$ cat src/rtl/wrbt_pkg.sv
package wrbt_pkg;

  localparam int unsigned ValW  = 16;
  localparam int unsigned ActW  = 3;
  localparam int unsigned ModeW = 2;
  localparam int unsigned CfgAddrW = 4;
  localparam int unsigned CfgDataW = 32;
  localparam int unsigned InDataW  = 24;
  localparam int unsigned OutDataW = 40;

  localparam logic [ValW-1:0] ValMax = {ValW{1'b1}};

  // action codes
  localparam logic [ActW-1:0] ACT_TICK     = 3'd0;
  localparam logic [ActW-1:0] ACT_START    = 3'd1;
  localparam logic [ActW-1:0] ACT_PAUSE    = 3'd2;
  localparam logic [ActW-1:0] ACT_CONTINUE = 3'd3;
  localparam logic [ActW-1:0] ACT_DELAY    = 3'd4;
  localparam logic [ActW-1:0] ACT_REST_NOW = 3'd5;

  // modes
  localparam logic [ModeW-1:0] MODE_INIT   = 2'd0;
  localparam logic [ModeW-1:0] MODE_ACTIVE = 2'd1;
  localparam logic [ModeW-1:0] MODE_IDLE   = 2'd2;
  localparam logic [ModeW-1:0] MODE_LOCK   = 2'd3;

  // register indexes
  localparam logic [1:0] REG_WORK_INTERVAL = 2'd0;
  localparam logic [1:0] REG_IDLE_LIMIT    = 2'd1;
  localparam logic [1:0] REG_REST_LENGTH   = 2'd2;

  localparam logic [ValW-1:0] WorkIntervalRst = 16'd2700;
  localparam logic [ValW-1:0] IdleLimitRst    = 16'd300;
  localparam logic [ValW-1:0] RestLengthRst   = 16'd180;

  typedef struct packed {
    logic [ValW-1:0] work_interval;
    logic [ValW-1:0] idle_limit;
    logic [ValW-1:0] rest_length;
  } cfg_t;

  typedef struct packed {
    logic [ActW-1:0] action;
    logic [ValW-1:0] amount;
    logic            user_input_seen;
    logic            fullscreen_active;
  } item_t;

  typedef struct packed {
    logic [ModeW-1:0] mode;
    logic             paused;
    logic [ValW-1:0]  work_left;
    logic [ValW-1:0]  rest_left;
    logic             lock_pulse;
    logic             unlock_pulse;
  } result_t;

  function automatic logic [ValW-1:0] sat_add(input logic [ValW-1:0] a,
                                              input logic [ValW-1:0] b);
    logic [ValW:0] s;
    s = {1'b0, a} + {1'b0, b};
    return s[ValW] ? ValMax : s[ValW-1:0];
  endfunction

  function automatic logic [ValW-1:0] sat_sub(input logic [ValW-1:0] a,
                                              input logic [ValW-1:0] b);
    return (a > b) ? (a - b) : '0;
  endfunction

endpackage

$ cat src/rtl/wrbt_cfg.sv
module wrbt_cfg (
  input  logic                            clk,
  input  logic                            rst_n,
  input  logic                            wr_en,
  input  logic [wrbt_pkg::CfgAddrW-1:0]   addr,
  input  logic [wrbt_pkg::CfgDataW-1:0]   wdata,
  output logic [wrbt_pkg::CfgDataW-1:0]   rdata,
  output wrbt_pkg::cfg_t                  cfg
);
  import wrbt_pkg::*;

  cfg_t cfg_r, cfg_nxt;
  logic [1:0] idx;

  assign idx = addr[3:2];

  always_comb begin
    cfg_nxt = cfg_r;
    if (wr_en) begin
      case (idx)
        REG_WORK_INTERVAL: cfg_nxt.work_interval = wdata[ValW-1:0];
        REG_IDLE_LIMIT:    cfg_nxt.idle_limit    = wdata[ValW-1:0];
        REG_REST_LENGTH:   cfg_nxt.rest_length   = wdata[ValW-1:0];
        default: ;
      endcase
    end
  end

  always_ff @(posedge clk) begin
    if (!rst_n) begin
      cfg_r.work_interval <= WorkIntervalRst;
      cfg_r.idle_limit    <= IdleLimitRst;
      cfg_r.rest_length   <= RestLengthRst;
    end else begin
      cfg_r <= cfg_nxt;
    end
  end

  always_comb begin
    case (idx)
      REG_WORK_INTERVAL: rdata = {{(CfgDataW-ValW){1'b0}}, cfg_r.work_interval};
      REG_IDLE_LIMIT:    rdata = {{(CfgDataW-ValW){1'b0}}, cfg_r.idle_limit};
      REG_REST_LENGTH:   rdata = {{(CfgDataW-ValW){1'b0}}, cfg_r.rest_length};
      default:           rdata = '0;
    endcase
  end

  assign cfg = cfg_r;

endmodule

$ cat src/rtl/wrbt_core.sv
module wrbt_core (
  input  logic                clk,
  input  logic                rst_n,
  input  logic                step,
  input  wrbt_pkg::item_t     item,
  input  wrbt_pkg::cfg_t      cfg,
  output wrbt_pkg::result_t   res
);
  import wrbt_pkg::*;

  logic [ModeW-1:0] mode_r, mode_nxt;
  logic             pause_r, pause_nxt;
  logic [ValW-1:0]  work_r, work_nxt;
  logic [ValW-1:0]  idle_r, idle_nxt;
  logic [ValW-1:0]  rest_r, rest_nxt;
  logic             lock_p, unlock_p;
  logic [ValW-1:0]  idle_upd;
  logic [ValW-1:0]  rest_upd;

  assign idle_upd = item.user_input_seen ? '0 : sat_add(idle_r, item.amount);
  assign rest_upd = sat_add(rest_r, item.amount);

  always_comb begin
    mode_nxt  = mode_r;
    pause_nxt = pause_r;
    work_nxt  = work_r;
    idle_nxt  = idle_r;
    rest_nxt  = rest_r;
    lock_p    = 1'b0;
    unlock_p  = 1'b0;
    case (item.action)
      ACT_TICK: begin
        case (mode_r)
          MODE_ACTIVE: begin
            if (work_r == '0) begin
              // out of work time: lock, nothing else this step
              mode_nxt = MODE_LOCK;
              rest_nxt = '0;
              lock_p   = 1'b1;
            end else begin
              if (!pause_r && !item.fullscreen_active) begin
                work_nxt = sat_sub(work_r, item.amount);
              end
              idle_nxt = idle_upd;
              if (idle_upd >= cfg.idle_limit) begin
                mode_nxt = MODE_IDLE;
              end
            end
          end
          MODE_IDLE: begin
            if (item.user_input_seen) begin
              mode_nxt = MODE_ACTIVE;
              work_nxt = cfg.work_interval;
            end
          end
          MODE_LOCK: begin
            rest_nxt = rest_upd;
            if (rest_upd >= cfg.rest_length) begin
              mode_nxt = MODE_ACTIVE;
              work_nxt = cfg.work_interval;
              unlock_p = 1'b1;
            end
          end
          default: ;
        endcase
      end
      ACT_START: begin
        mode_nxt = MODE_ACTIVE;
        work_nxt = cfg.work_interval;
        unlock_p = (mode_r == MODE_LOCK);
      end
      ACT_PAUSE:    pause_nxt = 1'b1;
      ACT_CONTINUE: pause_nxt = 1'b0;
      ACT_DELAY:    work_nxt  = sat_add(work_r, item.amount);
      ACT_REST_NOW: work_nxt  = '0;
      default: ;
    endcase
  end

  always_ff @(posedge clk) begin
    if (!rst_n) begin
      mode_r  <= MODE_INIT;
      pause_r <= 1'b0;
      work_r  <= '0;
      idle_r  <= '0;
      rest_r  <= '0;
    end else if (step) begin
      mode_r  <= mode_nxt;
      pause_r <= pause_nxt;
      work_r  <= work_nxt;
      idle_r  <= idle_nxt;
      rest_r  <= rest_nxt;
    end
  end

  always_comb begin
    res.mode         = mode_nxt;
    res.paused       = pause_nxt;
    res.work_left    = work_nxt;
    res.rest_left    = sat_sub(cfg.rest_length, rest_nxt);
    res.lock_pulse   = lock_p;
    res.unlock_pulse = unlock_p;
  end

endmodule

$ cat src/rtl/work_rest_break_timer.sv
// Channel  Dir  Handshake              Payload
// in_      in   in_tvalid/in_tready    tdata: amount, user_input_seen, fullscreen_active
//                                      tuser: action
// out_     out  out_tvalid/out_tready  tdata: mode, paused, work_left, rest_left,
//                                             lock_pulse, unlock_pulse
// cfg_     in   APB write/read         work_interval @0, idle_limit @4, rest_length @8
//
// Two register stages: input register, then one pass of step logic that
// updates the timer state and loads the result register. One item per cycle
// while out_ is not stalled; an item's result is offered on out_ once the
// step logic has loaded it from the input register into the result register.
// Reset (rst_n low, synchronous) empties both stages, sets init mode with
// cleared counters and loads the default register values.
// A stalled output holds the result register and the input register; the
// input side keeps taking items while the input register is free.
module work_rest_break_timer (
  input  logic                               clk,
  input  logic                               rst_n,
  // item in
  input  logic                               in_tvalid,
  output logic                               in_tready,
  // [15:0] amount, [16] user_input_seen, [17] fullscreen_active, [23:18] zero
  input  logic [wrbt_pkg::InDataW-1:0]       in_tdata,
  // [2:0] action
  input  logic [wrbt_pkg::ActW-1:0]          in_tuser,
  // result out
  output logic                               out_tvalid,
  input  logic                               out_tready,
  // [1:0] mode, [2] paused, [18:3] work_left, [34:19] rest_left,
  // [35] lock_pulse, [36] unlock_pulse, [39:37] zero
  output logic [wrbt_pkg::OutDataW-1:0]      out_tdata,
  // configuration
  input  logic                               cfg_psel,
  input  logic                               cfg_penable,
  input  logic                               cfg_pwrite,
  input  logic [wrbt_pkg::CfgAddrW-1:0]      cfg_paddr,
  input  logic [wrbt_pkg::CfgDataW-1:0]      cfg_pwdata,
  output logic [wrbt_pkg::CfgDataW-1:0]      cfg_prdata,
  output logic                               cfg_pready
);
  import wrbt_pkg::*;

  cfg_t    cfg;
  item_t   item_r;
  logic    item_vld_r;
  result_t res;
  result_t res_r;
  logic    res_vld_r;
  logic    out_free;   // result register can take a new result
  logic    step;       // item in the input register is processed this cycle
  logic    in_fire;

  assign cfg_pready = 1'b1;

  wrbt_cfg u_cfg (
    .clk   (clk),
    .rst_n (rst_n),
    .wr_en (cfg_psel & cfg_penable & cfg_pwrite),
    .addr  (cfg_paddr),
    .wdata (cfg_pwdata),
    .rdata (cfg_prdata),
    .cfg   (cfg)
  );

  assign out_free  = !res_vld_r || out_tready;
  assign step      = item_vld_r && out_free;
  assign in_tready = !item_vld_r || out_free;
  assign in_fire   = in_tvalid && in_tready;

  // input register
  always_ff @(posedge clk) begin
    if (!rst_n) begin
      item_vld_r <= 1'b0;
    end else if (in_tready) begin
      item_vld_r <= in_tvalid;
    end
  end

  always_ff @(posedge clk) begin
    if (in_fire) begin
      item_r.action            <= in_tuser;
      item_r.amount            <= in_tdata[ValW-1:0];
      item_r.user_input_seen   <= in_tdata[ValW];
      item_r.fullscreen_active <= in_tdata[ValW+1];
    end
  end

  wrbt_core u_core (
    .clk   (clk),
    .rst_n (rst_n),
    .step  (step),
    .item  (item_r),
    .cfg   (cfg),
    .res   (res)
  );

  // result register
  always_ff @(posedge clk) begin
    if (!rst_n) begin
      res_vld_r <= 1'b0;
    end else if (out_free) begin
      res_vld_r <= item_vld_r;
    end
  end

  always_ff @(posedge clk) begin
    if (step) begin
      res_r <= res;
    end
  end

  assign out_tvalid = res_vld_r;
  assign out_tdata  = {3'b000, res_r.unlock_pulse, res_r.lock_pulse, res_r.rest_left,
                       res_r.work_left, res_r.paused, res_r.mode};

endmodule
$ cat config.mk
export PLATFORM = sky130hd
export DESIGN_NAME = work_rest_break_timer
export DESIGN_NICKNAME = d
export VERILOG_FILES = /design/src/rtl/wrbt_pkg.sv /design/src/rtl/wrbt_cfg.sv /design/src/rtl/wrbt_core.sv /design/src/rtl/work_rest_break_timer.sv
export SDC_FILE = /design/constraint.sdc
export NUM_CORES = 1
export LEC_CHECK = 0
export BUFFER_PORTS_ARGS = -buffer_cell sky130_fd_sc_hd__buf_4
export CAP_MARGIN = 0
export CORE_UTILIZATION = 55
export CTS_BUF_LIST = sky130_fd_sc_hd__clkbuf_2
export DETAILED_ROUTE_END_ITERATION = 7
export GPL_TIMING_DRIVEN = 0
export PLACE_DENSITY_LB_ADDON = 0.15
export SLEW_MARGIN = 0
export SYNTH_ARGS = -nofsm -noshare
export SYNTH_HDL_FRONTEND = slang
export SYNTH_SLANG_ARGS = --single-unit
$ cat constraint.sdc
create_clock -name clk -period 4.9 [get_ports clk]
set_input_delay 0.49 -clock clk [delete_from_list [all_inputs] [get_ports clk]]
set_output_delay 0.49 -clock clk [all_outputs]
set_load 0.005 [all_outputs]
### Word-level counts from Yosys, hierarchy flattened

Cells that the tools add are included.

| cells by class | value |
|---|---|
| add/subtract/negate cells | 5 |
| $lt $le $gt $ge | 4 |
| equal/unequal tests | 10 |
| multiplexer cells | 26 |
| bitwise gates (word level) | 3 |
| reduce and logical (&&, ||, !) cells | 17 |

Operator list:

| kind | count |
|---|---|
| $mux W16 | 11 |
| $pmux W16 S3 | 2 |
| $pmux W16 S4 | 1 |
| $add A16 B16 Y17 | 3 |
| $ge A16 B16 Y1 | 2 |
| $gt A16 B16 Y1 | 2 |
| $pmux W16 S2 | 1 |
| $sub A16 B16 Y16 | 2 |
| $logic_not A16 Y1 | 1 |
| $mux W2 | 4 |
| $reduce_and A2 Y1 | 4 |
| $eq A2 B2 Y1 const B | 3 |
| $eq A3 B2 Y1 const B | 2 |
| $eq A3 B3 Y1 const B | 2 |
| $pmux W2 S3 | 1 |
| $eq A2 B1 Y1 const B | 2 |
| $logic_not A1 Y1 | 4 |
| $pmux W1 S2 | 2 |
| $pmux W2 S2 | 1 |
| $reduce_and A4 Y1 | 1 |
| $eq A3 B1 Y1 const B | 1 |
| $logic_and A1 B1 Y1 | 3 |
| $logic_not A3 Y1 | 1 |
| $mux W1 | 3 |
| 4 further kinds | 6 |

| word-level totals | value |
|---|---|
| register bits after elaboration | 159 |
| bits of input ports | 70 |
| output and inout bits | 75 |
| logic and storage cells | 85 |

### Longest topological paths before layout

| logic depth | value |
|---|---|
| depth in word-level cells | 8 |
| mapped depth | 21 |
| mapped depth without buffers | 20 |

### Hierarchy

From an unflattened synthesis, not the netlist that was laid out.

| second synthesis, totals | value |
|---|---|
| cell total of the unflattened synthesis | 1443 |
| area, all modules | 12375.6 um^2 |

By module, submodules not included:

| module | times used | cells an instance | area an instance (um^2) |
|---|---|---|---|
| wrbt_core | 1 | 1127 | 8084.0 |
| wrbt_cfg | 1 | 242 | 2402.3 |
| work_rest_break_timer | 1 | 74 | 1889.3 |

### Worst setup path after synthesis

OpenSTA, ideal clock, no wires.

| path | value |
|---|---|
| kind | reg-to-reg |
| start | register item_r[2] in the netlist's numbering |
| end | register res_r (netlist bit out_tdata[23]), data pin |
| arrival time | 4.419 ns |
| slack | 0.213 ns |
| cell stages (with the launch flop) | 20 |
| path buffers | 2 |
| period minus slack after synthesis | 4.687 ns |
| path through | edfxtp_1 > ha_1 > fa_1 > a211oi_1 > o21a_1 > or4b_1 > a31oi_1 > a21oi_1 > nand2_1 > a22oi_1 > ha_1 > nor2b_1 > o21ai_0 > a21boi_0 > o21ai_0 > a211o_1 > a31o_2 > clkbuf_1 > clkbuf_1 > nor3_1 |

| between the ends | value |
|---|---|
| cells in the longest elaborated chain, start to end | 5 |
| elaborated cells on any way between the ends | 6 |
| classes of those cells | add/sub (2); order compare (1); mux (3) |

RTL lines:

| item | line | source |
|---|---|---|
| from (decl) | work_rest_break_timer.sv:44 | `item_t item_r;` |
| $add A16 B16 Y17 * | wrbt_pkg.sv:61 | `s = {1'b0, a} + {1'b0, b};` |
| $mux W16 * | wrbt_pkg.sv:62 | `return s[ValW] ? ValMax : s[ValW-1:0];` |
| $pmux W16 S2 * | wrbt_core.sv:33 | `case (mode_r)` |
| $mux W16 * | wrbt_core.sv:31 | `case (item.action)` |
| $sub A16 B16 Y16 / $gt A16 B16 Y1 (equally long branches) | wrbt_pkg.sv:67 | `return (a > b) ? (a - b) : '0;` |
| to (signal assigned) | work_rest_break_timer.sv:108 | `res_r <= res;` |
| to (decl) | work_rest_break_timer.sv:47 | `result_t res_r;` |

Mark *: on every way between the ends. The rest lies on a longest branch, timed or not.
A chain may end at the register's enable or synchronous reset.

==> load_flow_metrics.sql <==
INSERT INTO impl_metrics (metric_group, metric, value, unit) VALUES
('outcome', 'run_status', 'complete, but fails checks', ''),
('outcome', 'failed_checks', 'negative setup slack', ''),
('clocking', 'numClockSinks', '159', ''),
('layout', 'post_route_cells_drive_above_1_share', '0.184', ''),
('timing', 'setup_repair_after_global_routing_missed_its_margin', 'yes', ''),
('synthesis', 'synth_top_area_share', '0.168', ''),
('global_route', 'global_route.usage.met2', '0.539', ''),
('route', 'post-route-drc-count', '0', ''),
('placement', 'placement.io_buffers', '100', ''),
('clocking', 'clk_pin_slew_worst_paths', '0.27', 'ns'),
('synthesis', 'syn_area', '0.0121', 'mm^2'),
('synthesis', 'post-synth-top-count-cell', 'nand2_1', ''),
('worst_setup_path', 'timing.setup.critical_path_class', 'flip-flop to flip-flop', ''),
('die', 'die_height', '150', 'um'),
('synthesis', 'yosysSeqAreaShare', '0.312', ''),
('global_route', 'grt.met1_usage', '0.518', ''),
('clocking', 'clk-insertion-delay-late', '0.81', 'ns'),
('synthesis', 'postSynth.topFlopCell', 'dfxtp_1', ''),
('die', 'core_area', '0.0213', 'mm^2'),
('global_route', 'grt.met3_usage', '0.119', ''),
('route', 'antenna_left', '0', ''),
('die', 'initial_utilization', '0.566', ''),
('die', 'design.die.area', '0.0225', 'mm^2'),
('die', 'fp.dieW', '150', 'um'),
('global_route', 'grt_overflow', '0', ''),
('route', 'route.detailed.wl_per_inst', '21.2', 'um'),
('pwr', 'ir_drop', '154', 'uV'),
('worst_setup_path', 'reg2reg_from', 'item_r[5]', ''),
('placement', 'dp_hpwl', '31800', 'um'),
('worst_setup_path', 'reg2reg_depth', '22', ''),
('timing', 'post_route_clock_period_utilization', '1.02', ''),
('timing', 'minimum_setup_slack_in_the_final_design', '-0.0831', 'ns'),
('route', 'detailedRoute.firstIterationViolations', '1397', ''),
('placement', 'globalplace.congestion', '1.01', ''),
('die', 'ios', '145', ''),
('worst_setup_path', 'reg2reg_setup_slack', '-0.08', 'ns'),
('synthesis', 'netlist-cell-type-count', '82', ''),
('timing', 'final-setup-viol-count', '9', ''),
('layout', 'final_net_count', '1904', ''),
('global_route', 'grt_pass1_wl', '62600', 'um'),
('global_route', 'antenna_violations_before_repair', '2', ''),
('clocking', 'num_cts_buffers', '17', ''),
('global_route', 'track_usage', '0.374', ''),
('worst_setup_path', 'worstPathMaxFanout', '5', ''),
('synthesis', 'post_synthesis_cells', '1498', ''),
('placement', 'dp_worst_setup_slack', '-1.05', 'ns'),
('pwr', 'powerDensity', '200', 'mW/mm^2'),
('synthesis', 'library_cell_occupying_the_most_area_in_the_post_synthesis_netlist', 'dfxtp_1', ''),
('die', 'rows', '53', ''),
('route', 'finalWirelength', '42500', 'um'),
('synthesis', 'netlist_top_cells_area', 'dfxtp_1, edfxtp_1, ha_1, a21oi_1, nand2_1', ''),
('worst_setup_path', 'regToRegEndpoint', 'out_tdata[6]', ''),
('timing', 'worst_slew_pin_slew', '1.12', 'ns'),
('hold_path', 'hp-class', 'input port to flip-flop', ''),
('job', 'max_cap_viol_count', '0', ''),
('synthesis', 'synth.ff_latch_count', '159', ''),
('route', 'routed-via-count', '12500', ''),
('hold_path', 'startpoint_of_the_lowest_slack_hold_path', 'cfg_penable', ''),
('worst_setup_path', 'worst-endpoint-required', '5.43', 'ns'),
('clocking', 'clockRootBuffer', 'clkbuf_2', ''),
('clocking', 'cts_tree', 'built', ''),
('worst_setup_path', 'setup.worst_path.end_class', 'flip-flop', ''),
('worst_setup_path', 'worst_setup_path_endpoint', 'out_tdata[6]', ''),
('synthesis', 'yosys_warnings', '0', ''),
('timing', 'timing.clock.skew', '0.0790', 'ns'),
('worst_setup_path', 'critical_path.startpoint_type', 'flip-flop', ''),
('worst_setup_path', 'cp_data_arrival_time', '5.51', 'ns'),
('synthesis', 'synth.cells.most_frequent', 'nand2_1, a21oi_1, nor2_1', ''),
('synthesis', 'synthArstFlopShare', '0', ''),
('timing', 'finalHoldViolCount', '0', ''),
('timing', 'timing.hold.ws', '0.105', 'ns');
critical path, stage by stage, from the launching register on:
cell	delay, ns
edfxtp_1	0.52
ha_4	0.33
o21ai_0	0.11
o21a_1	0.22
or4b_4	0.58
nand2_4	0.11
a2111oi_4	0.06
a41o_1	0.24
a2111oi_4	0.26
buf_4	0.20
inv_4	0.04
ha_4	0.25
nand4_1	0.11
or2_4	0.27
buf_6	0.12
o311ai_4	0.31
o31ai_4	0.13
buf_4	0.18
buf_6	0.12
o21ai_4	0.12
a21oi_2	0.07
a211oi_2	0.27
a21oi_1	0.10
timing repair:
item | in CTS | in global routing
pin swaps | 23 | 62
hold endpoints to repair | 68 | 0
buffers inserted | 21 | 21
hold buffers | 39 | 0
resized for setup | 61 | 80
cloned | 1 | 0
endpoints found under the setup margin | 53 | 53
logic make-up (layout without fill, tap and decap cells):
family,after synthesis,after routing,share of synthesized area
and+or+nand+nor,473,473,0.180
AOI/OAI and AO/OA,488,488,0.261
adders and majority gates,117,117,0.125
muxes,28,28,0.0239
DFF,159,159,0.312
xor gates and xnor gates,43,43,0.0312
buffers and inverters,188,402,0.0674
other,2,21,0.000623
cells in the final DEF (no fill, tap or decap), types with 9 or more instances in the layout:
| cell type | count |
|---|---|
| a211oi_1 | 9 |
| a21o_1 | 26 |
| a21oi_1 | 139 |
| a21oi_2 | 15 |
| a22o_1 | 9 |
| a31oi_1 | 22 |
| buf_2 | 9 |
| buf_4 | 159 |
| buf_6 | 10 |
| clkbuf_1 | 49 |
| clkbuf_2 | 19 |
| conb_1 | 20 |
| dfxtp_1 | 101 |
| dlygate4sd3_1 | 39 |
| edfxtp_1 | 58 |
| ha_1 | 107 |
| inv_1 | 97 |
| mux2i_1 | 25 |
| nand2_1 | 184 |
| nand2b_1 | 20 |
| nand3_1 | 22 |
| nand4_1 | 13 |
| nor2_1 | 122 |
| nor2b_1 | 12 |
| nor3_1 | 27 |
| o211ai_1 | 20 |
| o21a_1 | 15 |
| o21ai_0 | 97 |
| o21bai_1 | 10 |
| or3_1 | 16 |
| xnor2_1 | 31 |
| xor2_1 | 12 |
power by group:
| part | switching [W] | total (W) | leakage (nW) | internal, W |
|---|---|---|---|---|
| clock | 0.000539 | 0.000787 | 0.150 | 0.000248 |
| combinational | 0.000413 | 0.000702 | 4.68 | 0.000289 |
| sequential | 0.0000544 | 0.00147 | 1.37 | 0.00142 |
worst min path at each step:
stage	slack, ns	end	cells after the start
2_1_floorplan	0.43	u_core.idle_r[0]	2
3_3_place_gp	0.44	u_core.idle_r[0]	2
3_5_place_dp	0.45	u_core.idle_r[10]	2
4_1_cts	0.07	u_cfg.cfg[0]	4
5_1_grt	0.08	u_cfg.cfg[0]	4
6_report	0.11	u_cfg.cfg[0]	4
layer usage:
metal  wire length (um)  up-vias
met3               5370       96
met4               1620        0
li1                   -     5813
met5                  0        -
met2              17600      744
met1              17900     5827
per-stage QoR:
stage	util	instances	total power (W)	cell area, um^2	setup TNS (ns)
floorplan	-	1516	0.00186	12100	0
global placement	0.621	1891	0.00208	13200	-38.80
detailed placement	0.622	1892	0.00209	13200	-39.68
CTS	0.673	1984	0.00290	14300	-0.122
global route	0.697	2006	0.00307	14800	-3.49
finish	0.697	2006	0.00296	14800	-0.321
sequential cells by signal, summed over array words and instances (netlist names):
name / flops
u_core.pause_r: 1
item_r: 21
u_core.rest_r: 16
u_cfg.cfg: 48
out_tdata: 37
u_core.work_r: 16
out_tvalid: 1
u_core.idle_r: 16
item_vld_r: 1
u_core.mode_r: 2
layout make-up:
class | instances | area (um^2)
multi-input combinational | 1169 | 8130
fill | 1778 | 6450
sequential | 159 | 3760
timing repair buffer | 183 | 1530
buffer | 88 | 452
inverter | 99 | 374
tap | 275 | 344
clock inverter | 14 | 160
clock buffer | 18 | 90.1
antenna | 1 | 2.50
No activity file was read; power rests on OpenSTA's default activity.
